<file path="config.mk">
export PLATFORM = sky130hd
export DESIGN_NAME = deadline_sorted_timer_queue_top
export DESIGN_NICKNAME = d
export VERILOG_FILES = /design/src/rtl/core/dstq_pkg.sv /design/src/rtl/core/deadline_sorted_timer_queue_top.sv /design/src/rtl/core/dstq_ram.sv
export SDC_FILE = /design/constraint.sdc
export NUM_CORES = 2
export LEC_CHECK = 0
export BUFFER_PORTS_ARGS = -buffer_cell sky130_fd_sc_hd__buf_2
export CELL_PAD_IN_SITES_DETAIL_PLACEMENT = 1
export CELL_PAD_IN_SITES_GLOBAL_PLACEMENT = 2
export CORE_MARGIN = 3
export CORE_UTILIZATION = 48
export CTS_CLUSTER_SIZE = 10
export DETAILED_ROUTE_END_ITERATION = 6
export PLACE_DENSITY = 0.88
export SLEW_MARGIN = 25
export SYNTH_ARGS = -nofsm -noshare
export SYNTH_HDL_FRONTEND = slang
export SYNTH_SLANG_ARGS = --single-unit
</file>
<file path="constraint.sdc">
create_clock -name clk -period 8.94 [get_ports clk]
set_input_delay 0.894 -clock clk [delete_from_list [all_inputs] [get_ports clk]]
set_output_delay 0.894 -clock clk [all_outputs]
set_load 0.01 [all_outputs]
</file>
<file path="src/rtl/core/dstq_pkg.sv">
// ----------------------------------------------------------------------------
// dstq_pkg
// Shared types and codes for the deadline sorted timer queue.
// ----------------------------------------------------------------------------
package dstq_pkg;

    localparam int KIND_W    = 2;
    localparam int STATUS_W  = 3;
    localparam int TIME_W    = 32;
    localparam int KEY_W     = 32;
    localparam int PAYLOAD_W = 16;
    localparam int REM_W     = 31;
    localparam int MAX_FIRE  = 16;
    localparam int FIRE_W    = 5;
    localparam int IN_DATA_W  = 80;
    localparam int OUT_DATA_W = 80;

    typedef enum logic [KIND_W-1:0] {
        KIND_SCHEDULE = 2'd0,
        KIND_TICK     = 2'd1,
        KIND_FIND     = 2'd2,
        KIND_REMOVE   = 2'd3
    } kind_t;

    typedef enum logic [STATUS_W-1:0] {
        STAT_SCHEDULED = 3'd0,
        STAT_FULL      = 3'd1,
        STAT_FOUND     = 3'd2,
        STAT_NOT_FOUND = 3'd3,
        STAT_FIRED     = 3'd4
    } status_t;

    typedef struct packed {
        logic [TIME_W-1:0]    deadline;
        logic [KEY_W-1:0]     key;
        logic [PAYLOAD_W-1:0] payload;
    } entry_t;

    localparam int ENTRY_W = $bits(entry_t);

endpackage

</file>
<file path="src/rtl/core/deadline_sorted_timer_queue_top.sv">
// ----------------------------------------------------------------------------
// deadline_sorted_timer_queue_top
// Deadline-sorted queue of deferred calls held in a circular RAM buffer.
// ----------------------------------------------------------------------------
// Channel   Dir  Handshake          tuser        tdata (low bit up)
// s_*       in   s_tvalid/s_tready  kind[1:0]    delay, key, payload
// m_*       out  m_tvalid/m_tready  status[2:0]  remaining, fired_key, fired_payload
//
// One command at a time; each entry visited takes a RAM read step, then a
// check/write step. A remove's shift carries the walk on past the hit.
// Tick pops from the head pointer without moving entries.
// Reset clears time, count and head; the RAM needs no clearing.
// A stalled m_tready holds the sequencer in its emit step.
// ----------------------------------------------------------------------------
module deadline_sorted_timer_queue_top
    import dstq_pkg::*;
#(
    parameter int QUEUE_DEPTH = 16
) (
    input  logic                  clk,
    input  logic                  rst_n,
    input  logic                  s_tvalid,
    output logic                  s_tready,
    input  logic [IN_DATA_W-1:0]  s_tdata,   // delay[31:0], key[63:32], payload[79:64]
    input  logic [KIND_W-1:0]     s_tuser,   // kind[1:0]
    output logic                  m_tvalid,
    input  logic                  m_tready,
    output logic [OUT_DATA_W-1:0] m_tdata,   // remaining[30:0], fired_key[62:31],
                                             // fired_payload[78:63], zero[79]
    output logic [STATUS_W-1:0]   m_tuser,   // status[2:0]
    output logic                  m_tlast
);

    localparam int IDX_W = (QUEUE_DEPTH > 1) ? $clog2(QUEUE_DEPTH) : 1;
    localparam int CNT_W = $clog2(QUEUE_DEPTH + 1);
    localparam int SUM_W = CNT_W + 1;
    localparam logic [CNT_W-1:0] DEPTH_C = CNT_W'(QUEUE_DEPTH);
    localparam logic [IDX_W-1:0] LAST_IDX = IDX_W'(QUEUE_DEPTH - 1);

    typedef enum logic [3:0] {
        S_IDLE, S_INS_RD, S_INS_CHK, S_FIRE_RD, S_FIRE_CHK,
        S_SCAN_RD, S_SCAN_CHK, S_SHIFT_RD, S_SHIFT_CHK, S_EMIT
    } state_t;

    state_t               state_reg, state_next;
    logic [TIME_W-1:0]    now_reg, now_next;
    logic [IDX_W-1:0]     head_reg, head_next;
    logic [CNT_W-1:0]     count_reg, count_next;
    logic [CNT_W-1:0]     idx_reg, idx_next;
    logic [FIRE_W-1:0]    n_reg, n_next;
    kind_t                kind_reg, kind_next;
    entry_t               new_reg, new_next;
    entry_t               held_reg, held_next;
    logic                 held_valid_reg, held_valid_next;
    status_t              res_status_reg, res_status_next;
    logic [REM_W-1:0]     res_rem_reg, res_rem_next;
    logic [KEY_W-1:0]     res_key_reg, res_key_next;
    logic [PAYLOAD_W-1:0] res_pay_reg, res_pay_next;
    logic                 res_last_reg, res_last_next;
    logic                 ret_fire_reg, ret_fire_next;
    logic                 m_tvalid_reg, m_tvalid_next;
    logic [OUT_DATA_W-1:0] m_tdata_reg, m_tdata_next;
    logic [STATUS_W-1:0]  m_tuser_reg, m_tuser_next;
    logic                 m_tlast_reg, m_tlast_next;

    logic                 wr_en;
    logic [IDX_W-1:0]     wr_addr;
    entry_t               wr_data;
    logic [IDX_W-1:0]     rd_addr;
    entry_t               rd_data;

    logic [TIME_W-1:0]    s_delay;
    logic [TIME_W-1:0]    delay_eff;
    logic [TIME_W:0]      dl_sum;
    logic [TIME_W-1:0]    rem_diff;

    // logical position -> physical RAM address relative to the head
    function automatic logic [IDX_W-1:0] phys(input logic [IDX_W-1:0] head,
                                              input logic [CNT_W-1:0] l);
        logic [SUM_W-1:0] s;
        s = SUM_W'(head) + SUM_W'(l);
        if (s >= SUM_W'(QUEUE_DEPTH))
        begin
            s = s - SUM_W'(QUEUE_DEPTH);
        end
        return s[IDX_W-1:0];
    endfunction

    dstq_ram #(
        .WIDTH (ENTRY_W),
        .DEPTH (QUEUE_DEPTH)
    ) u_ram (
        .clk     (clk),
        .wr_en   (wr_en),
        .wr_addr (wr_addr),
        .wr_data (wr_data),
        .rd_addr (rd_addr),
        .rd_data (rd_data)
    );

    assign s_tready = (state_reg == S_IDLE);
    assign m_tvalid = m_tvalid_reg;
    assign m_tdata  = m_tdata_reg;
    assign m_tuser  = m_tuser_reg;
    assign m_tlast  = m_tlast_reg;

    assign s_delay   = s_tdata[TIME_W-1:0];
    assign delay_eff = (s_delay[TIME_W-1] || s_delay == '0) ? TIME_W'(1) : s_delay;
    assign dl_sum    = {1'b0, now_reg} + {1'b0, delay_eff};
    assign rem_diff  = rd_data.deadline - now_reg;

    always_comb
    begin
        case (state_reg)
            S_INS_RD, S_INS_CHK:
                rd_addr = phys(head_reg, (idx_reg == '0) ? '0 : idx_reg - CNT_W'(1));
            S_FIRE_RD, S_FIRE_CHK:
                rd_addr = head_reg;
            default:
                rd_addr = phys(head_reg, idx_reg);
        endcase
    end

    always_comb
    begin
        state_next      = state_reg;
        now_next        = now_reg;
        head_next       = head_reg;
        count_next      = count_reg;
        idx_next        = idx_reg;
        n_next          = n_reg;
        kind_next       = kind_reg;
        new_next        = new_reg;
        held_next       = held_reg;
        held_valid_next = held_valid_reg;
        res_status_next = res_status_reg;
        res_rem_next    = res_rem_reg;
        res_key_next    = res_key_reg;
        res_pay_next    = res_pay_reg;
        res_last_next   = res_last_reg;
        ret_fire_next   = ret_fire_reg;
        m_tvalid_next   = m_tvalid_reg && !m_tready;
        m_tdata_next    = m_tdata_reg;
        m_tuser_next    = m_tuser_reg;
        m_tlast_next    = m_tlast_reg;
        wr_en           = 1'b0;
        wr_addr         = phys(head_reg, idx_reg);
        wr_data         = new_reg;

        case (state_reg)
            S_IDLE:
            begin
                if (s_tvalid)
                begin
                    kind_next        = kind_t'(s_tuser);
                    new_next.key     = s_tdata[TIME_W +: KEY_W];
                    new_next.payload = s_tdata[TIME_W+KEY_W +: PAYLOAD_W];
                    idx_next         = '0;
                    res_rem_next     = '0;
                    res_key_next     = '0;
                    res_pay_next     = '0;
                    res_last_next    = 1'b1;
                    ret_fire_next    = 1'b0;
                    case (kind_t'(s_tuser))
                        KIND_SCHEDULE:
                        begin
                            if (count_reg == DEPTH_C)
                            begin
                                res_status_next = STAT_FULL;
                                state_next      = S_EMIT;
                            end
                            else
                            begin
                                new_next.deadline = dl_sum[TIME_W] ? '1 : dl_sum[TIME_W-1:0];
                                idx_next          = count_reg;
                                state_next        = S_INS_RD;
                            end
                        end
                        KIND_TICK:
                        begin
                            if (now_reg != '1)
                            begin
                                now_next = now_reg + TIME_W'(1);
                            end
                            n_next          = '0;
                            held_valid_next = 1'b0;
                            state_next      = S_FIRE_RD;
                        end
                        default:
                        begin
                            state_next = S_SCAN_RD;
                        end
                    endcase
                end
            end

            // walk down from the tail, moving later-or-equal deadlines up one
            S_INS_RD:
            begin
                if (idx_reg == '0)
                begin
                    wr_en           = 1'b1;
                    wr_addr         = head_reg;
                    count_next      = count_reg + CNT_W'(1);
                    res_status_next = STAT_SCHEDULED;
                    state_next      = S_EMIT;
                end
                else
                begin
                    state_next = S_INS_CHK;
                end
            end

            S_INS_CHK:
            begin
                wr_en = 1'b1;
                if (rd_data.deadline >= new_reg.deadline)
                begin
                    wr_data    = rd_data;
                    idx_next   = idx_reg - CNT_W'(1);
                    state_next = S_INS_RD;
                end
                else
                begin
                    count_next      = count_reg + CNT_W'(1);
                    res_status_next = STAT_SCHEDULED;
                    state_next      = S_EMIT;
                end
            end

            // the fired entry is held back one step so the final one gets tlast
            S_FIRE_RD:
            begin
                if (count_reg == '0 || n_reg == FIRE_W'(MAX_FIRE))
                begin
                    if (held_valid_reg)
                    begin
                        res_status_next = STAT_FIRED;
                        res_key_next    = held_reg.key;
                        res_pay_next    = held_reg.payload;
                        res_last_next   = 1'b1;
                        ret_fire_next   = 1'b0;
                        state_next      = S_EMIT;
                    end
                    else
                    begin
                        state_next = S_IDLE;
                    end
                end
                else
                begin
                    state_next = S_FIRE_CHK;
                end
            end

            S_FIRE_CHK:
            begin
                if (rd_data.deadline <= now_reg)
                begin
                    held_next       = rd_data;
                    held_valid_next = 1'b1;
                    head_next       = (head_reg == LAST_IDX) ? '0 : head_reg + IDX_W'(1);
                    count_next      = count_reg - CNT_W'(1);
                    n_next          = n_reg + FIRE_W'(1);
                    if (held_valid_reg)
                    begin
                        res_status_next = STAT_FIRED;
                        res_key_next    = held_reg.key;
                        res_pay_next    = held_reg.payload;
                        res_last_next   = 1'b0;
                        ret_fire_next   = 1'b1;
                        state_next      = S_EMIT;
                    end
                    else
                    begin
                        state_next = S_FIRE_RD;
                    end
                end
                else if (held_valid_reg)
                begin
                    res_status_next = STAT_FIRED;
                    res_key_next    = held_reg.key;
                    res_pay_next    = held_reg.payload;
                    res_last_next   = 1'b1;
                    ret_fire_next   = 1'b0;
                    state_next      = S_EMIT;
                end
                else
                begin
                    state_next = S_IDLE;
                end
            end

            S_SCAN_RD:
            begin
                if (idx_reg == count_reg)
                begin
                    res_status_next = STAT_NOT_FOUND;
                    state_next      = S_EMIT;
                end
                else
                begin
                    state_next = S_SCAN_CHK;
                end
            end

            S_SCAN_CHK:
            begin
                idx_next = idx_reg + CNT_W'(1);
                if (rd_data.key == new_reg.key)
                begin
                    res_status_next = STAT_FOUND;
                    res_key_next    = rd_data.key;
                    res_pay_next    = rd_data.payload;
                    if (rd_data.deadline <= now_reg)
                    begin
                        res_rem_next = '0;
                    end
                    else if (rem_diff[TIME_W-1])
                    begin
                        res_rem_next = '1;
                    end
                    else
                    begin
                        res_rem_next = rem_diff[REM_W-1:0];
                    end
                    state_next = (kind_reg == KIND_REMOVE) ? S_SHIFT_RD : S_EMIT;
                end
                else
                begin
                    state_next = S_SCAN_RD;
                end
            end

            // close the gap left by a removed entry
            S_SHIFT_RD:
            begin
                if (idx_reg == count_reg)
                begin
                    count_next = count_reg - CNT_W'(1);
                    state_next = S_EMIT;
                end
                else
                begin
                    state_next = S_SHIFT_CHK;
                end
            end

            S_SHIFT_CHK:
            begin
                wr_en      = 1'b1;
                wr_addr    = phys(head_reg, idx_reg - CNT_W'(1));
                wr_data    = rd_data;
                idx_next   = idx_reg + CNT_W'(1);
                state_next = S_SHIFT_RD;
            end

            S_EMIT:
            begin
                if (!m_tvalid_reg || m_tready)
                begin
                    m_tvalid_next = 1'b1;
                    m_tdata_next  = {1'b0, res_pay_reg, res_key_reg, res_rem_reg};
                    m_tuser_next  = res_status_reg;
                    m_tlast_next  = res_last_reg;
                    state_next    = ret_fire_reg ? S_FIRE_RD : S_IDLE;
                end
            end

            default:
            begin
                state_next = S_IDLE;
            end
        endcase
    end

    always_ff @(posedge clk or negedge rst_n)
    begin
        if (!rst_n)
        begin
            state_reg      <= S_IDLE;
            now_reg        <= '0;
            head_reg       <= '0;
            count_reg      <= '0;
            idx_reg        <= '0;
            n_reg          <= '0;
            held_valid_reg <= 1'b0;
            ret_fire_reg   <= 1'b0;
            m_tvalid_reg   <= 1'b0;
        end
        else
        begin
            state_reg      <= state_next;
            now_reg        <= now_next;
            head_reg       <= head_next;
            count_reg      <= count_next;
            idx_reg        <= idx_next;
            n_reg          <= n_next;
            held_valid_reg <= held_valid_next;
            ret_fire_reg   <= ret_fire_next;
            m_tvalid_reg   <= m_tvalid_next;
        end
    end

    always_ff @(posedge clk)
    begin
        kind_reg       <= kind_next;
        new_reg        <= new_next;
        held_reg       <= held_next;
        res_status_reg <= res_status_next;
        res_rem_reg    <= res_rem_next;
        res_key_reg    <= res_key_next;
        res_pay_reg    <= res_pay_next;
        res_last_reg   <= res_last_next;
        m_tdata_reg    <= m_tdata_next;
        m_tuser_reg    <= m_tuser_next;
        m_tlast_reg    <= m_tlast_next;
    end

endmodule

</file>
<file path="src/rtl/core/dstq_ram.sv">
// ----------------------------------------------------------------------------
// dstq_ram
// Generic simple dual-port RAM, one write port, one registered read port.
// ----------------------------------------------------------------------------
module dstq_ram #(
    parameter int WIDTH = 8,
    parameter int DEPTH = 16
) (
    input  logic                     clk,
    input  logic                     wr_en,
    input  logic [$clog2(DEPTH)-1:0] wr_addr,
    input  logic [WIDTH-1:0]         wr_data,
    input  logic [$clog2(DEPTH)-1:0] rd_addr,
    output logic [WIDTH-1:0]         rd_data
);

    logic [WIDTH-1:0] mem [DEPTH];

    always_ff @(posedge clk)
    begin
        if (wr_en)
        begin
            mem[wr_addr] <= wr_data;
        end
        rd_data <= mem[rd_addr];
    end

endmodule

</file>
==> run summary <==
OUTCOME
-------------------------------------------------------------------------------------
Outcome ................................................................ complete, no violations

GLOBAL ROUTING
-------------------------------------------------------------------------------------
Maximum number of pins on one net before global-route repair ...........          119
Initial antenna violation count ........................................            4
Global route overflow ..................................................            0
First-pass GRT wire length .............................................       287 mm
Overall global routing resource usage ..................................        0.249
Number of global-route vias before repair ..............................        42.7k

TIMING
-------------------------------------------------------------------------------------
Worst clock skew .......................................................    0.0559 ns
Total negative slack ...................................................         0 ns
Final cycle utilization of the critical path ...........................        0.596
Count of final hold-check violations ...................................            0
Final setup vio count ..................................................            0
Setup repair after global routing missed its margin ....................           no
Upper clock frequency limit ............................................      188 MHz
Min Clock Period, post-route ...........................................      5.33 ns
Number of slew-limit violations in the final report ....................            0
Worst Tran Pin Value ...................................................      1.09 ns
Max transition margin ..................................................        0.275

SETUP PATH
-------------------------------------------------------------------------------------
Critical setup path kind ...............................................   reg -> reg
Critical path fanouts, max .............................................           79
Reg2reg setup slack ....................................................      3.61 ns
Kind of launch point of the worst setup path ...........................         flop
End of the worst register-to-register path ............................. u_ram.rd_data[4]$_DFF_P_
Worst r2r src .......................................................... state_reg[1]$_DFFE_PN0P_
Worst R2R Path Depth ...................................................           12
Endpoint type of the worst setup path ..................................         flop
Critical path data required time .......................................      9.62 ns
Worst EP arrival .......................................................      6.01 ns

CLOCK TREE
-------------------------------------------------------------------------------------
Clock insertion delay at the later pin of the skew report ..............      0.85 ns
CTS tree ...............................................................         done
Clk root buf ...........................................................    clkbuf_16
Number of clock buffers inserted by TritonCTS ..........................          194
Number of buffers on the longest clock path ............................            3
Clk slew on worst S/H paths ............................................      0.06 ns
Number of H-tree levels ................................................            4
Buffer count from post-CTS setup fixing ................................            0
Post-cts hold buffer count .............................................            0
Number of sinks driven by the clock tree ...............................        1,714
Number of gates resized after cts ......................................            0

SYNTHESIS
-------------------------------------------------------------------------------------
Post-Synthesis Mean Instance Area ......................................    16.7 um^2
Proportion of synthesized flip-flops having asynchronous set or reset ..       0.0338
Dominant cell type by area after synthesis .............................     edfxtp_1
Largest cells by area after synthesis .................................. edfxtp_1 65%, mux2i_1 17%, dfxtp_1 2.2%, dfrtp_1 2.0%, ha_1 2.0%
Cell area after technology mapping .....................................  72,700 um^2
Number of standard cells after synthesis ...............................        4,345
Count of different cell masters after synthesis ........................           84
Portion of the post-synthesis area used by sequential elements .........        0.693
Register bit count reported by yosys ...................................        1,714
Most used DFF post-synth ...............................................     edfxtp_1
Synth Warn # ...........................................................            0
Count of flip-flops with a built-in enable after synthesis .............        1,576
Post-synth top area share ..............................................        0.651

DETAILED ROUTING
-------------------------------------------------------------------------------------
Number of detailed-routing iterations run before antenna repair ........            5
DR vias ................................................................        39.8k
Wire length per cell after detailed routing ............................      29.1 um
Antenna Nets Post-Route ................................................            0
Violation count after the first detailed-route iteration ...............        3,171
Detailed-route DRC error count .........................................            0
Final WL ...............................................................       197 mm
Number of vias per cell after detailed routing .........................         5.88

WORST HOLD PATH
-------------------------------------------------------------------------------------
End point of the most critical hold path ............................... new_reg[35]$_DFFE_PP_
Type of the worst min-delay path .......................................    in -> reg
Worst Hold Launch ......................................................  s_tdata[51]
Cell depth of the worst hold path ......................................            1

FLOORPLANNING
-------------------------------------------------------------------------------------
Core region area ....................................................... 150,000 um^2
Die outline width ......................................................       395 um
Count of standard-cell rows ............................................          142
I/O Pins ...............................................................          172
Initial cell density of the core .......................................        0.484
Full die area .......................................................... 156,000 um^2
Die height .............................................................       395 um

CELLS AND AREA
-------------------------------------------------------------------------------------
Flip-flop count of the largest register, all copies and words added ....        1,280
Ratio of cells with drive above 1 in the final layout ..................        0.125
Count of fill cells added during filler insertion ......................        13.8k
Most frequent standard cell in the layout excluding fill and tap cells .     edfxtp_1
Number of nets in the layout ...........................................        4,806
Commonest cells after routing, fill and taps aside ..................... 1,576 x edfxtp_1, 1,204 x mux2i_1, 197 x clkbuf_16
Layout Area Growth over Synthesis ......................................        12.1%

PLACED DESIGN
-------------------------------------------------------------------------------------
HPWL after detailed placement ..........................................       110 mm
Final estimated routing congestion in global placement .................        0.839
Port Buffers ...........................................................          170

JOB
-------------------------------------------------------------------------------------
Max capacitance violation total ........................................            0

[synthesized netlist by cell type (all sizes together) (8+ instances only)]
cell type / number
and2: 38
nor2: 83
mux2: 81
clkbuf: 23
a21oi: 112
a211oi: 17
a22o: 49
nand4: 21
nor4: 32
o21ai: 58
dfxtp: 80
nor3: 19
nand2b: 22
dfrtp: 58
nand2: 126
nand3: 32
o31ai: 8
nor2b: 17
buf: 160
and3: 13
a21o: 47
o21a: 11
a31oi: 17
inv: 91
xor2: 68
xnor2: 72
ha: 115
edfxtp: 1576
mux2i: 1204
[cell families (layout without fill, tap and decap cells)]
logic type,count (synthesis),after routing,synth area share
DFF,1714,1714,0.693
muxes,1285,1285,0.178
and+or+nand+nor,432,432,0.0309
AOI/OAI and AO/OA,378,378,0.0352
buffers and inverters,274,675,0.0236
xor gates and xnor gates,140,140,0.0170
adders and majority gates,121,121,0.0215
other,1,3,0.0000516
[critical path, stage by stage, from the launching register on]
cell and delay, ns:
dfrtp_1 0.77, nor2_1 0.15, nand2_1 0.20, a21oi_4 0.11, buf_4 0.37, nand2b_1 0.40, o21ai_4 0.73, buf_12 0.54
buf_4 0.84, mux2i_1 0.33, mux2i_1 0.14, mux2i_1 0.24, mux2i_1 0.11
[worst max-delay path by stage]
stage                                           end  depth (start not counted)  slack (ns)                      from
after CTS                  u_ram.rd_data[4]$_DFF_P_                         11        3.64  state_reg[2]$_DFFE_PN0P_
after global placement    u_ram.rd_data[11]$_DFF_P_                         12        3.94  state_reg[1]$_DFFE_PN0P_
after global routing       u_ram.rd_data[4]$_DFF_P_                         11        3.33  state_reg[2]$_DFFE_PN0P_
after floorplan                m_tdata[0]$_DFFE_PP_                          3        1.72  state_reg[3]$_DFFE_PN0P_
final                      u_ram.rd_data[4]$_DFF_P_                         12        3.61  state_reg[1]$_DFFE_PN0P_
after detailed placement   u_ram.rd_data[6]$_DFF_P_                         12        3.68  state_reg[1]$_DFFE_PN0P_
[cell type report]
type	instances	area [um^2]	area share
Clock inverter	23	408	0.00501
Antenna cell	1	2.50	0.0000307
Tap cell	2016	2520	0.0310
Inverter	91	342	0.00420
Clock buffer	321	5410	0.0664
Sequential cell	1714	50400	0.619
Multi-Input combinational cell	2358	20800	0.255
Timing Repair Buffer	240	1580	0.0194
[per-layer routing]
| metal | part of all wire | vias to the layer above | GRT usage |
|---|---|---|---|
| met5 | 0.00014 | - | 0 |
| met4 | 0.035 | 4 | 0.0943 |
| met3 | 0.059 | 395 | 0.0416 |
| met2 | 0.50 | 1340 | 0.421 |
| met1 | 0.41 | 20700 | 0.322 |
| li1 | - | 17300 | - |
[through the flow]
stage	area [um^2]	setup slack [ns]	util	hold slack, ns	cells
5_1_grt	81400	3.33	0.542	0.189	6763
4_1_cts	81300	3.64	0.542	0.162	6760
2_1_floorplan	72700	1.72	-	0.400	4346
6_report	81400	3.61	0.542	0.224	6764
3_3_place_gp	75500	3.94	0.503	0.402	6415
3_5_place_dp	75500	3.68	0.503	0.406	6416
Power is not shown: default switching activity piles up to over one toggle a cycle in this logic, so the estimate is an artifact.
